`src/rtl/core/vtx_pkg.sv`:
```
// ----------------------------------------------------------------------------
// vtx_pkg: shared types and constants for the 4x4 vertex transform
// Modes, register layout and the transaction carried from front to back.
// ----------------------------------------------------------------------------
package vtx_pkg;

  localparam int FRAC_BITS_DEF = 16;
  localparam int VAL_W         = 32;
  localparam int NUM_REGS      = 8;
  localparam int CFG_IDX_W     = 3;
  localparam int CFG_W         = 64;
  localparam int QUEUE_DEPTH   = 8;
  localparam int FRONT_STAGES  = 4;

  typedef enum logic [1:0] {
    MODE_FULL   = 2'd0,
    MODE_POINT  = 2'd1,
    MODE_PERSP  = 2'd2,
    MODE_NORMAL = 2'd3
  } mode_t;

  typedef logic [NUM_REGS-1:0][CFG_W-1:0] matrix_t;

  // Rounded, saturated components of one vertex, before the divide.
  typedef struct packed {
    mode_t              mode;
    logic signed [31:0] x;
    logic signed [31:0] y;
    logic signed [31:0] z;
    logic signed [31:0] w;
    logic               sat;
  } vtx_item_t;

endpackage

```
`src/rtl/core/vtx_queue.sv`:
```
// ----------------------------------------------------------------------------
// vtx_queue: transaction queue between front and back
// Small circular buffer with a fill count.
// ----------------------------------------------------------------------------
module vtx_queue #(
  parameter int DEPTH = vtx_pkg::QUEUE_DEPTH
) (
  input  logic                       clk,
  input  logic                       rst,
  input  logic                       push,
  input  vtx_pkg::vtx_item_t         push_item,
  input  logic                       pop,
  output logic                       empty,
  output logic                       full,
  output logic [$clog2(DEPTH+1)-1:0] count,
  output vtx_pkg::vtx_item_t         head
);
  import vtx_pkg::*;

  localparam int PTR_W = (DEPTH > 1) ? $clog2(DEPTH) : 1;
  localparam int CNT_W = $clog2(DEPTH+1);

  vtx_item_t        slots [DEPTH];
  logic [PTR_W-1:0] wr_ptr, rd_ptr;

  assign empty = (count == '0);
  assign full  = (count == CNT_W'(DEPTH));
  assign head  = slots[rd_ptr];

  always_ff @(posedge clk) begin
    if (push) begin
      slots[wr_ptr] <= push_item;
    end
  end

  always_ff @(posedge clk) begin
    if (rst) begin
      wr_ptr <= '0;
      rd_ptr <= '0;
      count  <= '0;
    end else begin
      if (push) begin
        wr_ptr <= (wr_ptr == PTR_W'(DEPTH-1)) ? '0 : wr_ptr + 1'b1;
      end
      if (pop) begin
        rd_ptr <= (rd_ptr == PTR_W'(DEPTH-1)) ? '0 : rd_ptr + 1'b1;
      end
      count <= count + CNT_W'(push) - CNT_W'(pop);
    end
  end

endmodule

```
`config.mk`:
```
export PLATFORM = sky130hd
export DESIGN_NAME = vtx_queue
export DESIGN_NICKNAME = d
export VERILOG_FILES = /design/src/rtl/core/vtx_pkg.sv /design/src/rtl/core/vtx_queue.sv
export SDC_FILE = /design/constraint.sdc
export NUM_CORES = 1
export LEC_CHECK = 0
export BUFFER_PORTS_ARGS = -buffer_cell sky130_fd_sc_hd__buf_2
export CORE_AREA = 2 2 302 304
export CTS_BUF_LIST = sky130_fd_sc_hd__clkbuf_4 sky130_fd_sc_hd__clkbuf_8 sky130_fd_sc_hd__clkbuf_16
export DETAILED_ROUTE_END_ITERATION = 10
export DIE_AREA = 0 0 304 306
export GPL_ROUTABILITY_DRIVEN = 0
export SLEW_MARGIN = 40
export SYNTH_ARGS = -nofsm -noshare
export SYNTH_HDL_FRONTEND = slang
export SYNTH_SLANG_ARGS = --single-unit
```
`constraint.sdc`:
```
create_clock -name clk -period 23.8 [get_ports clk]
set_input_delay 1.19 -clock clk [delete_from_list [all_inputs] [get_ports clk]]
set_output_delay 1.19 -clock clk [all_outputs]
set_load 0.01 [all_outputs]
```
==> reports/results.ini <==
[outcome]
status=finished clean

[routing]
drc_errors=0
drtAntennaViolNets=0
wl_um=80900
wl_per_cell_um=25.3
drtIter0Drc=1358
routed_via_density=5.49
first_pass_iters=5
detailroute.via_count=17600

[worst_setup_path]
cp-end-kind=primary output
crit_required_ns=22.61
worstPathMaxFanout=45
path_class=reg -> out
cp-start-kind=flip-flop
critPathArrivalTime_ns=3.80

[sta]
layout_setup_ws_ns=18.81
fin_crit_sh_pct=21.0
slew_headroom_pct=43.6
finalCriticalPeriod_ns=4.99
rsz0062_at_grt=no
fmax_mhz=200
finalSetupViolCount=0
finalHoldViolations=0
fin_skew_ns=0.0178
report.final.slew_viol_count=0
worst_pin_slew_ns=0.846
tns_ns=0

[clock_network]
clk_pin_slew_ns=0.06
cts-root-buf=clkbuf_16
cts_post_setup_buffers_inserted=0
clock_latency_ns=0.69
ctsHoldBuffers=0
cts_tree=built
htreeDepth=3
cts.repair.resized=0
cts_sinks=1061
cts_buffers=108
cts_buffer_depth=3

[synthesis]
yosysMostFrequentCell=edfxtp_1
yosys_register_bits=1061
syn_nets=1734
synth_cells=1588
synth_area_leaders=edfxtp_1 79%, mux4_2 15%, mux2_2 3.7%
yosys_warnings=0
ys_seq_area_share_pct=79.4
ys_types=25
synth_top_cell_area_share_pct=78.7
synth_common_cells=1048 x edfxtp_1, 262 x mux4_2, 131 x mux2_2, 26 x buf_2, 20 x buf_6
synth_edf_count=1048
syn_area_um2=40000
avgSynthCellArea_um2=25.2
synth_ff_type=edfxtp_1
yosysTopAreaCell=edfxtp_1
async_reset_ff_share_pct=0

[power_and_ir_drop]
pwr-share-seq_pct=52.6
p_leak_nw=14.7
max-vdd-ir-drop_uv=63.5
p_comb_share_pct=6.4
power.switching_uw=833
intPower_mw=3.18
clkPwrFrac_pct=41.0
powerDensity_nw_per_um2=86.5
netSwitchingFraction_pct=20.8
total_power_mw=4.01

[global_route]
antenna_found_initial=19
grt_pass1_wl_um=121000
grt_use_total_pct=17.5
grt_overflow_total=0
grt_max_degree=100
grt_pass1_vias=18800

[floorplan]
core_area_um2=89600
dieWidth_um=304
die_y_um=306
dieArea_um2=93000
ioPinCount=272
start_util_pct=44.6
num_rows=110

[final_layout]
n_fill_cell=6919
finalCoreUtilization_pct=51.7
stdcell_area_um2=46300
syn_to_final_growth_pct=16.0
drive_above_1_share_pct=44.0
layout.nets=2080

[flow_run]
cap_viol_max_count=0

[place]
hpwl_um=43500
io_buffers=271
dp_worst_setup_slack_ns=19.41
dpl_cell_area_um2=42800

[min_path]
worst_hold_path_type=reg -> reg

==> power groups by stage <==
stage          sequential (mW)  clock, mW  combinational (mW)
2_1_floorplan             2.15          0               0.158
3_3_place_gp              2.15          0               0.252
3_5_place_dp              2.15          0               0.264
4_1_cts                   2.11       1.69               0.265
5_1_grt                   2.11       1.76               0.281
6_report                  2.11       1.64               0.258
==> cell usage in the layout, fill, tap and decap left out, drive strengths merged, types with 5 or more instances in the layout <==
master / synthesis / routed
mux2: 131 / 131
ha: 10 / 10
dfxtp: 13 / 13
buf: 57 / 310
a21oi: 5 / 5
edfxtp: 1048 / 1048
bufinv: 0 / 8
clkbuf: 17 / 133
mux4: 262 / 262
inv: 8 / 13
nor2: 12 / 12
nand2b: 6 / 6
clkinvlp: 0 / 7
clkinv: 0 / 41
==> state kept, by name (all words and copies together) (netlist names), named ones only <==
| register | count |
|---|---|
| count | 4 |
| rd_ptr | 3 |
| slots | 1048 |
| wr_ptr | 3 |
==> layer usage <==
metal	global-route usage, %	part of all wire [%]	vias up
met5	0	0.24	-
met4	5.02	2.0	30
met3	4.26	6.1	138
met2	28.8	49	458
met1	23.5	42	9411
li1	-	-	7522
==> worst max-delay path: stages (launching register included) <==
cell     delay, ns
dfxtp_4       0.54
buf_12        0.27
buf_6         0.52
buf_6         0.62
mux4_2        0.59
mux2_2        0.33
buf_2         0.16
==> metrics by stage <==
stage	instances	hold WS [ns]
finish	3197	0.480
global route	3194	0.514
CTS	3192	0.485
detailed placement	2998	0.476
global placement	2994	0.460
floorplan	1588	0.457
==> final cells by class <==
cell class	count	area (um^2)	area share, %
diodes	3	7.51	0.0162
clock buffers	133	2940	6.34
clock inverters	61	553	1.19
inverters	8	30.0	0.0648
multi-input cells	445	7800	16.8
flip-flops and latches	1061	31700	68.5
well taps	1176	1470	3.18
repair buffers	310	1800	3.89
==> final timing paths <==
check | start | end | slack [ns] | cells past startpoint
max | flip-flop | head[30] | 18.81 | 6
min reg2reg | rd_ptr[1]$_SDFFE_PP0P_ | flip-flop | 0.48 | 2
min | rd_ptr[1]$_SDFFE_PP0P_ | flip-flop | 0.48 | 2
max reg2reg | wr_ptr[0]$_SDFFE_PP0P_ | slots[6][77]$_DFFE_PP_ | 20.80 | 4
==> cells by family after synthesis <==
kind of cell / count (synthesis) / share of synthesized area, %
AO/OA/AOI/OAI: 7 / 0.0970
XOR/XNOR: 1 / 0.0219
adder cells (fa/ha/maj): 11 / 0.363
buffers and inverters: 82 / 1.23
flip-flops: 1061 / 79.4
multiplexers: 395 / 18.5
AND/OR/NAND/NOR: 31 / 0.391
No activity file was read; power rests on OpenSTA's default activity.
